[src/lpcs_pkg.sv]
// ----------------------------------------------------------------------------
// lpcs_pkg - shared types and ROM tables for the LPC lattice synthesizer
// Holds the coefficient, energy, period and chirp tables and the
// multiply-unit control word.
// ----------------------------------------------------------------------------
package lpcs_pkg;

    localparam int unsigned NUM_STAGES = 10;
    localparam int unsigned CHIRP_ROM_LEN = 41;
    localparam logic [15:0] LFSR_TAPS = 16'hB800;
    localparam logic [3:0] ENERGY_REST = 4'h0;
    localparam logic [3:0] ENERGY_STOP = 4'hF;
    localparam logic signed [15:0] CLAMP_HI = 16'sd511;
    localparam logic signed [15:0] CLAMP_LO = -16'sd512;
    localparam logic signed [7:0] DUTY_BIAS = 8'sh80;
    localparam logic KIND_FRAME = 1'b0;
    localparam logic KIND_TICK = 1'b1;

    // Control word handed to the shared multiply unit.
    typedef struct packed {
        logic               wide;  // shift 15 instead of 7
        logic signed [15:0] coef;
        logic signed [15:0] data;
    } t_mul_req;

    function automatic logic [7:0] energy_rom(input logic [3:0] a);
        logic [7:0] t [16];
        t = '{8'h00,8'h02,8'h03,8'h04,8'h05,8'h07,8'h0a,8'h0f,
              8'h14,8'h20,8'h29,8'h39,8'h51,8'h72,8'ha1,8'hff};
        return t[a];
    endfunction

    function automatic logic [7:0] period_rom(input logic [5:0] a);
        logic [7:0] t [64];
        t = '{8'h00,8'h10,8'h11,8'h12,8'h13,8'h14,8'h15,8'h16,
              8'h17,8'h18,8'h19,8'h1A,8'h1B,8'h1C,8'h1D,8'h1E,
              8'h1F,8'h20,8'h21,8'h22,8'h23,8'h24,8'h25,8'h26,
              8'h27,8'h28,8'h29,8'h2A,8'h2B,8'h2D,8'h2F,8'h31,
              8'h33,8'h35,8'h36,8'h39,8'h3B,8'h3D,8'h3F,8'h42,
              8'h45,8'h47,8'h49,8'h4D,8'h4F,8'h51,8'h55,8'h57,
              8'h5C,8'h5F,8'h63,8'h66,8'h6A,8'h6E,8'h73,8'h77,
              8'h7B,8'h80,8'h85,8'h8A,8'h8F,8'h95,8'h9A,8'hA0};
        return t[a];
    endfunction

    function automatic logic signed [15:0] k1_rom(input logic [4:0] a);
        logic signed [15:0] t [32];
        t = '{-16'sd32064,-16'sd31872,-16'sd31808,-16'sd31680,
              -16'sd31552,-16'sd31424,-16'sd31232,-16'sd30848,
              -16'sd30592,-16'sd30336,-16'sd30016,-16'sd29696,
              -16'sd29376,-16'sd28928,-16'sd28480,-16'sd27968,
              -16'sd26368,-16'sd24256,-16'sd21632,-16'sd18368,
              -16'sd14528,-16'sd10048,-16'sd5184,16'sd0,
              16'sd5184,16'sd10048,16'sd14528,16'sd18368,
              16'sd21632,16'sd24256,16'sd26368,16'sd27968};
        return t[a];
    endfunction

    function automatic logic signed [15:0] k2_rom(input logic [4:0] a);
        logic signed [15:0] t [32];
        t = '{-16'sd20992,-16'sd19328,-16'sd17536,-16'sd15552,
              -16'sd13440,-16'sd11200,-16'sd8768,-16'sd6272,
              -16'sd3712,-16'sd1088,16'sd1536,16'sd4160,
              16'sd6720,16'sd9216,16'sd11584,16'sd13824,
              16'sd15936,16'sd17856,16'sd19648,16'sd21248,
              16'sd22656,16'sd24000,16'sd25152,16'sd26176,
              16'sd27072,16'sd27840,16'sd28544,16'sd29120,
              16'sd29632,16'sd30080,16'sd30464,16'sd32384};
        return t[a];
    endfunction

    // K3..K10 tables; sel picks K3 (0) .. K10 (7), a is the code.
    function automatic logic signed [7:0] kn_rom(input logic [2:0] sel,
                                                  input logic [3:0] a);
        logic signed [7:0] t3 [16];
        logic signed [7:0] t4 [16];
        logic signed [7:0] t5 [16];
        logic signed [7:0] t6 [16];
        logic signed [7:0] t7 [16];
        logic signed [7:0] t8 [8];
        logic signed [7:0] t9 [8];
        logic signed [7:0] t10 [8];
        logic signed [7:0] r;
        t3 = '{-8'sd110,-8'sd97,-8'sd83,-8'sd70,-8'sd56,-8'sd43,-8'sd29,-8'sd16,
               -8'sd2,8'sd11,8'sd25,8'sd38,8'sd52,8'sd65,8'sd79,8'sd92};
        t4 = '{-8'sd82,-8'sd68,-8'sd54,-8'sd40,-8'sd26,-8'sd12,8'sd1,8'sd15,
               8'sd29,8'sd43,8'sd57,8'sd71,8'sd85,8'sd99,8'sd113,8'sd126};
        t5 = '{-8'sd82,-8'sd70,-8'sd59,-8'sd47,-8'sd35,-8'sd24,-8'sd12,-8'sd1,
               8'sd11,8'sd23,8'sd34,8'sd46,8'sd57,8'sd69,8'sd81,8'sd92};
        t6 = '{-8'sd64,-8'sd53,-8'sd42,-8'sd31,-8'sd20,-8'sd9,8'sd3,8'sd14,
               8'sd25,8'sd36,8'sd47,8'sd58,8'sd69,8'sd80,8'sd91,8'sd102};
        t7 = '{-8'sd77,-8'sd65,-8'sd53,-8'sd41,-8'sd29,-8'sd17,-8'sd5,8'sd7,
               8'sd19,8'sd31,8'sd43,8'sd55,8'sd67,8'sd79,8'sd90,8'sd102};
        t8 = '{-8'sd64,-8'sd40,-8'sd16,8'sd7,8'sd31,8'sd55,8'sd79,8'sd102};
        t9 = '{-8'sd64,-8'sd44,-8'sd24,-8'sd4,8'sd16,8'sd37,8'sd57,8'sd77};
        t10 = '{-8'sd51,-8'sd33,-8'sd15,8'sd4,8'sd22,8'sd32,8'sd59,8'sd77};
        case (sel)
            3'd0: r = t3[a];
            3'd1: r = t4[a];
            3'd2: r = t5[a];
            3'd3: r = t6[a];
            3'd4: r = t7[a];
            3'd5: r = t8[a[2:0]];
            3'd6: r = t9[a[2:0]];
            3'd7: r = t10[a[2:0]];
            default: r = '0;
        endcase
        return r;
    endfunction

    function automatic logic signed [7:0] chirp_rom(input logic [5:0] a);
        logic signed [7:0] t [41];
        logic signed [7:0] r;
        t = '{8'sd0,8'sd42,-8'sd44,8'sd50,-8'sd78,8'sd18,8'sd37,8'sd20,
              8'sd2,-8'sd31,-8'sd59,8'sd2,8'sd95,8'sd90,8'sd5,8'sd15,
              8'sd38,-8'sd4,-8'sd91,-8'sd91,-8'sd42,-8'sd35,-8'sd36,-8'sd4,
              8'sd37,8'sd43,8'sd34,8'sd33,8'sd15,-8'sd1,-8'sd8,-8'sd18,
              -8'sd19,-8'sd17,-8'sd9,-8'sd10,-8'sd6,8'sd0,8'sd3,8'sd2,8'sd1};
        if (a < 6'(CHIRP_ROM_LEN)) r = t[a];
        else r = '0;
        return r;
    endfunction

endpackage

[src/lpcs_frame_dec.sv]
// ----------------------------------------------------------------------------
// lpcs_frame_dec - LPC frame field decoder
// Cuts the left-aligned stream bits into energy, repeat, period and K codes
// and maps them through the ROM tables.
// ----------------------------------------------------------------------------
module lpcs_frame_dec #(
    parameter int unsigned FRAME_WIDTH = 50
) (
    input  logic [FRAME_WIDTH-1:0] i_bits,
    output logic [3:0]             o_energy_code,
    output logic [7:0]             o_energy,
    output logic                   o_repeat,
    output logic [7:0]             o_period,
    output logic signed [15:0]     o_k1,
    output logic signed [15:0]     o_k2,
    output logic signed [7:0]      o_kn [8]
);
    logic [49:0] w_top;
    logic [3:0]  w_code [8];

    // Fields live in the top 50 bits; FRAME_WIDTH >= 50.
    assign w_top = i_bits[FRAME_WIDTH-1 -: 50];
    assign o_energy_code = w_top[49:46];
    assign o_energy = lpcs_pkg::energy_rom(w_top[49:46]);
    assign o_repeat = w_top[45];
    assign o_period = lpcs_pkg::period_rom(w_top[44:39]);
    assign o_k1 = lpcs_pkg::k1_rom(w_top[38:34]);
    assign o_k2 = lpcs_pkg::k2_rom(w_top[33:29]);
    assign w_code[0] = w_top[28:25];
    assign w_code[1] = w_top[24:21];
    assign w_code[2] = w_top[20:17];
    assign w_code[3] = w_top[16:13];
    assign w_code[4] = w_top[12:9];
    assign w_code[5] = {1'b0, w_top[8:6]};
    assign w_code[6] = {1'b0, w_top[5:3]};
    assign w_code[7] = {1'b0, w_top[2:0]};

    always_comb begin
        for (int i = 0; i < 8; i++) begin
            o_kn[i] = lpcs_pkg::kn_rom(3'(i), w_code[i]);
        end
    end
endmodule

[src/lpcs_mul_unit.sv]
// ----------------------------------------------------------------------------
// lpcs_mul_unit - shared registered multiply and floor shift
// One signed 16x16 product per cycle, shifted right 15 or 7, with the
// result held in an output register.
// ----------------------------------------------------------------------------
module lpcs_mul_unit (
    input  logic                i_clk,
    input  lpcs_pkg::t_mul_req  i_req,
    output logic signed [24:0]  o_prod
);
    logic signed [31:0] w_full;
    logic signed [24:0] n_prod;
    logic signed [24:0] r_prod;

    assign w_full = i_req.coef * i_req.data;
    assign n_prod = i_req.wide ? 25'(w_full >>> 15) : 25'(w_full >>> 7);

    always_ff @(posedge i_clk) begin
        r_prod <= n_prod;
    end

    assign o_prod = r_prod;
endmodule

[src/lpc_lattice_speech_synth_core.sv]
// ----------------------------------------------------------------------------
// lpc_lattice_speech_synth_core - LPC-10 lattice speech synthesizer
// Frame words load energy, pitch and reflection coefficients; tick words
// run excitation and a ten-stage lattice filter on one shared multiplier.
//
// Usage:
//   Input channel: i_valid / o_stall with i_kind and i_frame_bits. A frame
//   word (kind 0) is decoded in ST_FRAME and gives no output word. A tick
//   word (kind 1) makes one output word on o_valid / i_stall carrying
//   o_sample (clamped to -512..511) and o_pwm_duty.
//   A voiced tick runs the chirp product (issue, then scale), the backward
//   pass (ten multiplies, each issued and then summed), the forward delay
//   update (nine stages), then loads the output register. An unvoiced
//   tick skips the chirp product. The sequencer takes no new word until
//   the last one is finished. A frame word goes from ST_FRAME straight
//   back to idle.
//   The input is stalled while a word is at work. A finished sample sits
//   in the output register; the next word is taken while it waits, but a
//   tick finishing while the register is still full holds until it drains.
//   Reset: synchronous, active low; clears all coefficients, delays, the
//   pitch counter and energy, sets the noise LFSR to one.
// ----------------------------------------------------------------------------
module lpc_lattice_speech_synth_core #(
    parameter int unsigned CHIRP_LENGTH = 41,
    parameter int unsigned FRAME_WIDTH  = 50
) (
    input  logic                    i_clk,
    input  logic                    i_rst_n,
    input  logic                    i_valid,
    output logic                    o_stall,
    input  logic                    i_kind,
    input  logic [FRAME_WIDTH-1:0]  i_frame_bits,
    output logic                    o_valid,
    input  logic                    i_stall,
    output logic signed [9:0]       o_sample,
    output logic [7:0]              o_pwm_duty
);
    typedef enum logic [5:0] {
        ST_IDLE  = 6'b000001,
        ST_FRAME = 6'b000010,
        ST_EXC   = 6'b000100,
        ST_BACK  = 6'b001000,
        ST_FWD   = 6'b010000,
        ST_DONE  = 6'b100000
    } t_state;

    t_state r_state, n_state;
    logic [3:0] r_idx, n_idx;     // lattice stage
    logic       r_ph, n_ph;       // 0 = issue multiply, 1 = use product

    logic [7:0]         r_period, n_period;
    logic [7:0]         r_energy, n_energy;
    logic signed [15:0] r_kw [2];
    logic signed [7:0]  r_kn [8];
    logic [7:0]         r_pcount, n_pcount;
    logic [15:0]        r_lfsr, n_lfsr;
    logic signed [15:0] r_dly [10];
    logic signed [15:0] r_u [10];   // node values u0..u9
    logic signed [15:0] r_acc, n_acc;
    logic [FRAME_WIDTH-1:0] r_fbits;

    logic               r_oval, n_oval;
    logic signed [9:0]  r_sample;

    // decoder
    logic [3:0] w_ecode;
    logic [7:0] w_energy, w_period;
    logic       w_repeat;
    logic signed [15:0] w_k1, w_k2;
    logic signed [7:0]  w_kn [8];

    lpcs_frame_dec #(.FRAME_WIDTH(FRAME_WIDTH)) u_dec (
        .i_bits       (r_fbits),
        .o_energy_code(w_ecode),
        .o_energy     (w_energy),
        .o_repeat     (w_repeat),
        .o_period     (w_period),
        .o_k1         (w_k1),
        .o_k2         (w_k2),
        .o_kn         (w_kn)
    );

    lpcs_pkg::t_mul_req w_req;
    logic signed [24:0] w_prod;

    lpcs_mul_unit u_mul (
        .i_clk (i_clk),
        .i_req (w_req),
        .o_prod(w_prod)
    );

    logic signed [15:0] w_coef;
    logic               w_accept;
    logic               w_out_take;
    logic               w_chirp_ok;
    logic signed [15:0] w_sum;
    logic signed [15:0] w_clamped;

    // Coefficient of the current stage, sign-extended.
    always_comb begin
        if (r_idx < 4'd2) w_coef = r_kw[r_idx[0]];
        else w_coef = 16'(r_kn[3'(r_idx - 4'd2)]);
    end

    assign w_accept   = i_valid && !o_stall;
    assign w_out_take = r_oval && !i_stall;
    assign o_stall    = (r_state != ST_IDLE);
    // Drop the excitation once the counter runs past the chirp.
    assign w_chirp_ok = (32'(r_pcount) < CHIRP_LENGTH)
                        && (r_pcount < 8'(lpcs_pkg::CHIRP_ROM_LEN));

    // Shared multiplier request.
    always_comb begin
        w_req = '0;
        case (r_state)
            ST_EXC: begin
                w_req.wide = 1'b0;
                w_req.coef = 16'(lpcs_pkg::chirp_rom(r_pcount[5:0]));
                w_req.data = {8'h00, r_energy};
            end
            ST_BACK, ST_FWD: begin
                w_req.wide = (r_idx < 4'd2);
                w_req.coef = w_coef;
                w_req.data = (r_state == ST_BACK) ? r_dly[r_idx] : r_u[r_idx];
            end
            default: w_req = '0;
        endcase
    end

    // Chirp product uses >>7; one more floor shift gives >>8.
    assign w_sum = (r_state == ST_BACK) ? (r_acc - 16'(w_prod))
                                        : (r_dly[r_idx] + 16'(w_prod));
    assign w_clamped = (w_sum > lpcs_pkg::CLAMP_HI) ? lpcs_pkg::CLAMP_HI :
                       (w_sum < lpcs_pkg::CLAMP_LO) ? lpcs_pkg::CLAMP_LO : w_sum;

    always_comb begin
        n_state  = r_state;
        n_idx    = r_idx;
        n_ph     = r_ph;
        n_period = r_period;
        n_energy = r_energy;
        n_pcount = r_pcount;
        n_lfsr   = r_lfsr;
        n_acc    = r_acc;
        n_oval   = r_oval;
        if (w_out_take) n_oval = 1'b0;
        case (r_state)
            ST_IDLE: begin
                if (w_accept) begin
                    if (i_kind == lpcs_pkg::KIND_FRAME) begin
                        n_state = ST_FRAME;
                    end else if (r_period != 8'd0) begin
                        // advance pitch counter, then chirp multiply
                        n_pcount = (r_pcount < r_period) ? r_pcount + 8'd1 : 8'd0;
                        n_state  = ST_EXC;
                    end else begin
                        n_lfsr = (r_lfsr >> 1) ^ (r_lfsr[0] ? lpcs_pkg::LFSR_TAPS : 16'h0);
                        n_acc  = n_lfsr[0] ? 16'(r_energy) : -16'(r_energy);
                        n_state = ST_BACK;
                        n_idx   = 4'd9;
                        n_ph    = 1'b0;
                    end
                end
            end
            ST_FRAME: begin
                if (w_ecode == lpcs_pkg::ENERGY_REST || w_ecode == lpcs_pkg::ENERGY_STOP) begin
                    n_energy = 8'd0;
                end else begin
                    n_energy = w_energy;
                    n_period = w_period;
                end
                n_state = ST_IDLE;
            end
            ST_EXC: begin
                if (r_ph == 1'b0) begin
                    n_ph = 1'b1;
                end else begin
                    n_acc   = w_chirp_ok ? 16'(w_prod >>> 1) : 16'd0;
                    n_ph    = 1'b0;
                    n_idx   = 4'd9;
                    n_state = ST_BACK;
                end
            end
            ST_BACK: begin
                if (r_ph == 1'b0) begin
                    n_ph = 1'b1;
                end else begin
                    n_ph  = 1'b0;
                    n_acc = w_sum;
                    if (r_idx == 4'd0) begin
                        n_idx   = 4'd8;
                        n_state = ST_FWD;
                    end else begin
                        n_idx = r_idx - 4'd1;
                    end
                end
            end
            ST_FWD: begin
                if (r_ph == 1'b0) begin
                    n_ph = 1'b1;
                end else begin
                    n_ph = 1'b0;
                    if (r_idx == 4'd0) n_state = ST_DONE;
                    else n_idx = r_idx - 4'd1;
                end
            end
            ST_DONE: begin
                if (!r_oval || w_out_take) begin
                    n_oval  = 1'b1;
                    n_state = ST_IDLE;
                end
            end
            default: n_state = ST_IDLE;
        endcase
    end

    always_ff @(posedge i_clk) begin
        if (!i_rst_n) begin
            r_state  <= ST_IDLE;
            r_idx    <= '0;
            r_ph     <= 1'b0;
            r_period <= '0;
            r_energy <= '0;
            r_pcount <= '0;
            r_lfsr   <= 16'h0001;
            r_oval   <= 1'b0;
            r_acc    <= '0;
            for (int i = 0; i < 2; i++) r_kw[i] <= '0;
            for (int i = 0; i < 8; i++) r_kn[i] <= '0;
            for (int i = 0; i < 10; i++) r_dly[i] <= '0;
        end else begin
            r_state  <= n_state;
            r_idx    <= n_idx;
            r_ph     <= n_ph;
            r_period <= n_period;
            r_energy <= n_energy;
            r_pcount <= n_pcount;
            r_lfsr   <= n_lfsr;
            r_oval   <= n_oval;
            r_acc    <= n_acc;
            // load coefficients on frame decode; a stop frame clears them
            if (r_state == ST_FRAME) begin
                if (w_ecode == lpcs_pkg::ENERGY_STOP) begin
                    for (int i = 0; i < 2; i++) r_kw[i] <= '0;
                    for (int i = 0; i < 8; i++) r_kn[i] <= '0;
                end else if (w_ecode != lpcs_pkg::ENERGY_REST && !w_repeat) begin
                    r_kw[0] <= w_k1;
                    r_kw[1] <= w_k2;
                    r_kn[0] <= w_kn[0];
                    r_kn[1] <= w_kn[1];
                    if (w_period != 8'd0) begin
                        for (int i = 2; i < 8; i++) r_kn[i] <= w_kn[i];
                    end
                end
            end
            // forward pass: delay i+1 = delay i + k_i * u_i, top-down;
            // the clamped output enters delay 0 only after delay 1 used it
            if (r_state == ST_FWD && r_ph) begin
                r_dly[r_idx + 4'd1] <= w_sum;
                if (r_idx == 4'd0) r_dly[0] <= r_u[0];
            end
            // load the output register only once it is free
            if (r_state == ST_DONE && (!r_oval || w_out_take)) begin
                r_sample <= r_u[0][9:0];
            end
        end
    end

    // Node values and frame bits are payload: no reset.
    always_ff @(posedge i_clk) begin
        if (w_accept) r_fbits <= i_frame_bits;
        if (r_state == ST_BACK && r_ph) begin
            r_u[r_idx] <= (r_idx == 4'd0) ? w_clamped : w_sum;
        end
    end

    assign o_valid    = r_oval;
    assign o_sample   = r_sample;
    assign o_pwm_duty = 8'(r_sample >>> 2) + 8'(lpcs_pkg::DUTY_BIAS);
endmodule

[config.mk]
export PLATFORM = sky130hd
export DESIGN_NAME = lpc_lattice_speech_synth_core
export DESIGN_NICKNAME = d
export VERILOG_FILES = /design/src/lpcs_pkg.sv /design/src/lpcs_frame_dec.sv /design/src/lpcs_mul_unit.sv /design/src/lpc_lattice_speech_synth_core.sv
export SDC_FILE = /design/constraint.sdc
export NUM_CORES = 2
export LEC_CHECK = 0
export ABC_AREA = 0
export ABC_CLOCK_PERIOD_IN_PS = 21800
export BUFFER_PORTS_ARGS = -buffer_cell sky130_fd_sc_hd__buf_2
export CAP_MARGIN = 40
export CORE_MARGIN = 4
export CORE_UTILIZATION = 65
export CTS_CLUSTER_SIZE = 25
export DETAILED_ROUTE_END_ITERATION = 10
export PLACE_DENSITY_LB_ADDON = 0.25
export SETUP_SLACK_MARGIN = 0.3
export SKIP_LAST_GASP = 1
export SYNTH_ARGS = -nofsm -noshare
export SYNTH_HDL_FRONTEND = slang
export SYNTH_SLANG_ARGS = --single-unit
[constraint.sdc]
create_clock -name i_clk -period 21.8 [get_ports i_clk]
set_input_delay 3.27 -clock i_clk [delete_from_list [all_inputs] [get_ports i_clk]]
set_output_delay 3.27 -clock i_clk [all_outputs]
set_load 0.01 [all_outputs]
==> results.yml <==
run_status:
  outcome: "completed"
yosys:
  synth.area.top_cells: "edfxtp_1, fa_1, mux4_2"
  ys.flop_type: "edfxtp_1"
  yosysTopAreaCellShare_pct: 39.94
  synth_edf_count: 549
  ys_seq_elements: 648
  yosysSeqAreaShare_pct: 44.74
  synthCells: 3617
  syn_area_mm2: 0.04127
  synthDistinctLibCells: 83
  asyncSetResetFlopFracSynth_pct: 0
  synth_top_area_cell: "edfxtp_1"
  syn-num-nets: 4143
  yosys_warnings: 0
  synth_area_per_cell_um2: 11.41
worst_setup_path:
  worstSetupPathType: "reg2reg"
  critical_path_arrival_ps: 9660
  setup.worst_path.end_class: "register"
  start_kind: "register"
  reg2reg_setup_slack_ps: 12640
  crit_required_ps: 22290
  path_max_fanout: 39
clock_tree:
  h-tree-depth: 2
  clk_path_buf_depth: 3
  post-cts-setup-buffers: 0
  clock_insertion_delay_worst_skew_ps: 640
  cts-resized-gates: 0
  clk_root_buffer_cell: "clkbuf_16"
  clk_pin_slew_worst_paths_ps: 60
  tritoncts_clock_tree: "done"
  postCtsHoldBufs: 0
  cts_inserted_buffers: 61
  cts.sinks: 648
sta:
  final-hold-violation-count: 0
  timing.final.crit_period_ps: 9165
  final_max_slew_viol_count: 0
  setup_violations: 0
  slew-limit-headroom_pct: 32.63
  timing.clock.skew_ps: 21.95
  min_period_over_period_pct: 42.04
  worst_slew_pin_slew_ps: 1011
  rsz_0062_raised_after_global_routing: "false"
  final.setup.tns_ps: 0
  clock.fmax_mhz: 109.1
pwr:
  vdd.ir_drop.worst_v: 0.00008461
  cellLeakagePower_nw: 17.50
  total_power_mw: 3.779
  cellPowerDensity_mw_per_mm2: 84.04
grt:
  antenna_found_initial: 1
  number_of_global_route_vias_before_repair: 29491
  total_grt_usage_pct: 33.75
  pin_count_of_the_biggest_net_entering_global_routing: 56
  grt_pass1_wl_um: 174100
  overflow: 0
route:
  route.antenna.remaining_nets: 0
  drt-pass1-iter-count: 6
  postRouteWirelength_um: 112700
  route.detailed.drc: 0
  dr_total_vias: 29155
  final_routed_wire_length_divided_by_cell_count_um: 24.79
  iter_0_drt_violations: 3255
  detail_route.vias_per_cell: 6.411
placement:
  io_buffer_count: 74
  dp_hpwl_um: 78750
  finalWeightedCongestion: 0.9723
floorplan:
  initial_utilization_pct: 65.55
  fp.dieW_um: 260.0
  fp.dieH_um: 260.0
  die_area_mm2: 0.06759
  ios: 75
  core_region_area_mm2: 0.06297
  rows: 92
run:
  cap_violations: 0
final_layout:
  mostFrequentLayoutCell: "edfxtp_1"
  layout-area-overhead-vs-synth_pct: 8.961
  layout.nets: 4176
  antenna_diode_count: 0
  layout_common_cells: "edfxtp_1, nor2_1, inv_1"
  final_layout_size_suffix_gt1_share_pct: 12.37
  filler_cell_count: 4280
min_path:
  hold_path_startpoint: "r_lfsr[8]$_SDFFE_PN0P_"
  hp-class: "reg2reg"
==> stage by stage <==
stage	cell area, um2	cells	hold slack (ps)	setup slack, ps	util [%]
detailed placement	42920	4430	447.2	12660	68.16
floorplan	41270	3617	428.7	13290	-
global route	44970	4548	474.9	12080	71.42
finish	44970	4548	454.5	12640	71.42
global placement	42450	4401	437.2	12560	67.43
CTS	44960	4545	456.5	12620	71.40
==> worst paths after layout <==
| path | depth (start not counted) | to |
|---|---|---|
| max | 25 | u_mul.o_prod[15]$_DFF_P_ |
| min | 2 | r_lfsr[7]$_SDFFE_PN0P_ |
| max reg2reg | 25 | u_mul.o_prod[15]$_DFF_P_ |
| min reg2reg | 2 | r_lfsr[7]$_SDFFE_PN0P_ |
==> layer usage <==
layer / vias to the layer above / track usage (%) / share of wire, %
met5: - / 0 / 0.011
met4: 2 / 14.38 / 5.0
met3: 373 / 6.067 / 9.4
met2: 1710 / 55.83 / 49
met1: 14418 / 44.46 / 37
li1: 12652 / - / -
==> flip-flops by register name, indices dropped and copies added, names as in the netlist, 4 cells and up, named ones only <==
signal,flops
r_idx,4
r_pcount,8
r_kw,20
r_fbits,50
r_u,160
o_sample,10
u_mul.o_prod,17
r_kn,62
r_energy,8
r_period,8
r_lfsr,16
r_dly,256
r_acc,16
r_state,6
==> logic make-up after synthesis <==
family / after synthesis / synth area share [%]
compound gates: 577 / 8.992
xor+xnor: 78 / 1.655
fa+ha+maj: 471 / 19.08
buf+inv: 613 / 5.690
flops: 648 / 44.74
mux: 205 / 8.870
simple gates: 1025 / 10.97
==> power by group <==
group          total, mW  leakage, nW  switching, mW  internal, mW
clock               1.09        0.955          0.481         0.606
sequential          1.64         6.14          0.119          1.53
combinational       1.05         10.4          0.671         0.376
total               3.78         17.5           1.27          2.51
==> critical path, stage by stage, from the launching register on <==
cell       delay, ps
dfxtp_4          790
buf_4            710
mux4_2           600
mux4_2           570
a22oi_1          830
nor2_1           170
fa_1             470
fa_1             500
inv_1             60
fa_1             530
inv_1             50
fa_1             380
fa_1             510
inv_1             50
fa_1             480
inv_1             40
ha_1             330
a21o_1           180
a21o_1           200
nor3_1           210
o211ai_2         240
a31oi_4          300
o21ai_2          130
a21o_1           190
a2111oi_2        340
a211oi_1          90
==> layout make-up <==
type	count	area, um2	share of cell area (%)
Clock buffer	78	1590	3.536
Clock inverter	37	450.4	1.002
Inverter	419	1573	3.497
Multi-Input combinational cell	2356	20540	45.67
Sequential cell	648	18480	41.09
Tap cell	846	1059	2.354
Timing Repair Buffer	164	1282	2.852
==> synthesized netlist by cell type (15+ instances only) <==
| library cell | count |
|---|---|
| fa_1 | 264 |
| inv_1 | 417 |
| o21a_1 | 15 |
| xnor2_1 | 56 |
| a22oi_1 | 15 |
| nand2_1 | 250 |
| edfxtp_1 | 549 |
| mux2i_1 | 62 |
| ha_1 | 207 |
| nor2_1 | 485 |
| nor2b_1 | 42 |
| a21o_1 | 21 |
| and2_1 | 17 |
| nor3_1 | 56 |
| nand3_1 | 31 |
| mux2_2 | 16 |
| a21oi_1 | 177 |
| o21ai_0 | 125 |
| nand2b_1 | 47 |
| or2_2 | 22 |
| xor2_1 | 22 |
| dfxtp_1 | 99 |
| a211oi_1 | 71 |
| clkbuf_1 | 156 |
| a31oi_1 | 21 |
| buf_1 | 16 |
| mux4_2 | 127 |
(Power assumes the default switching activity.)
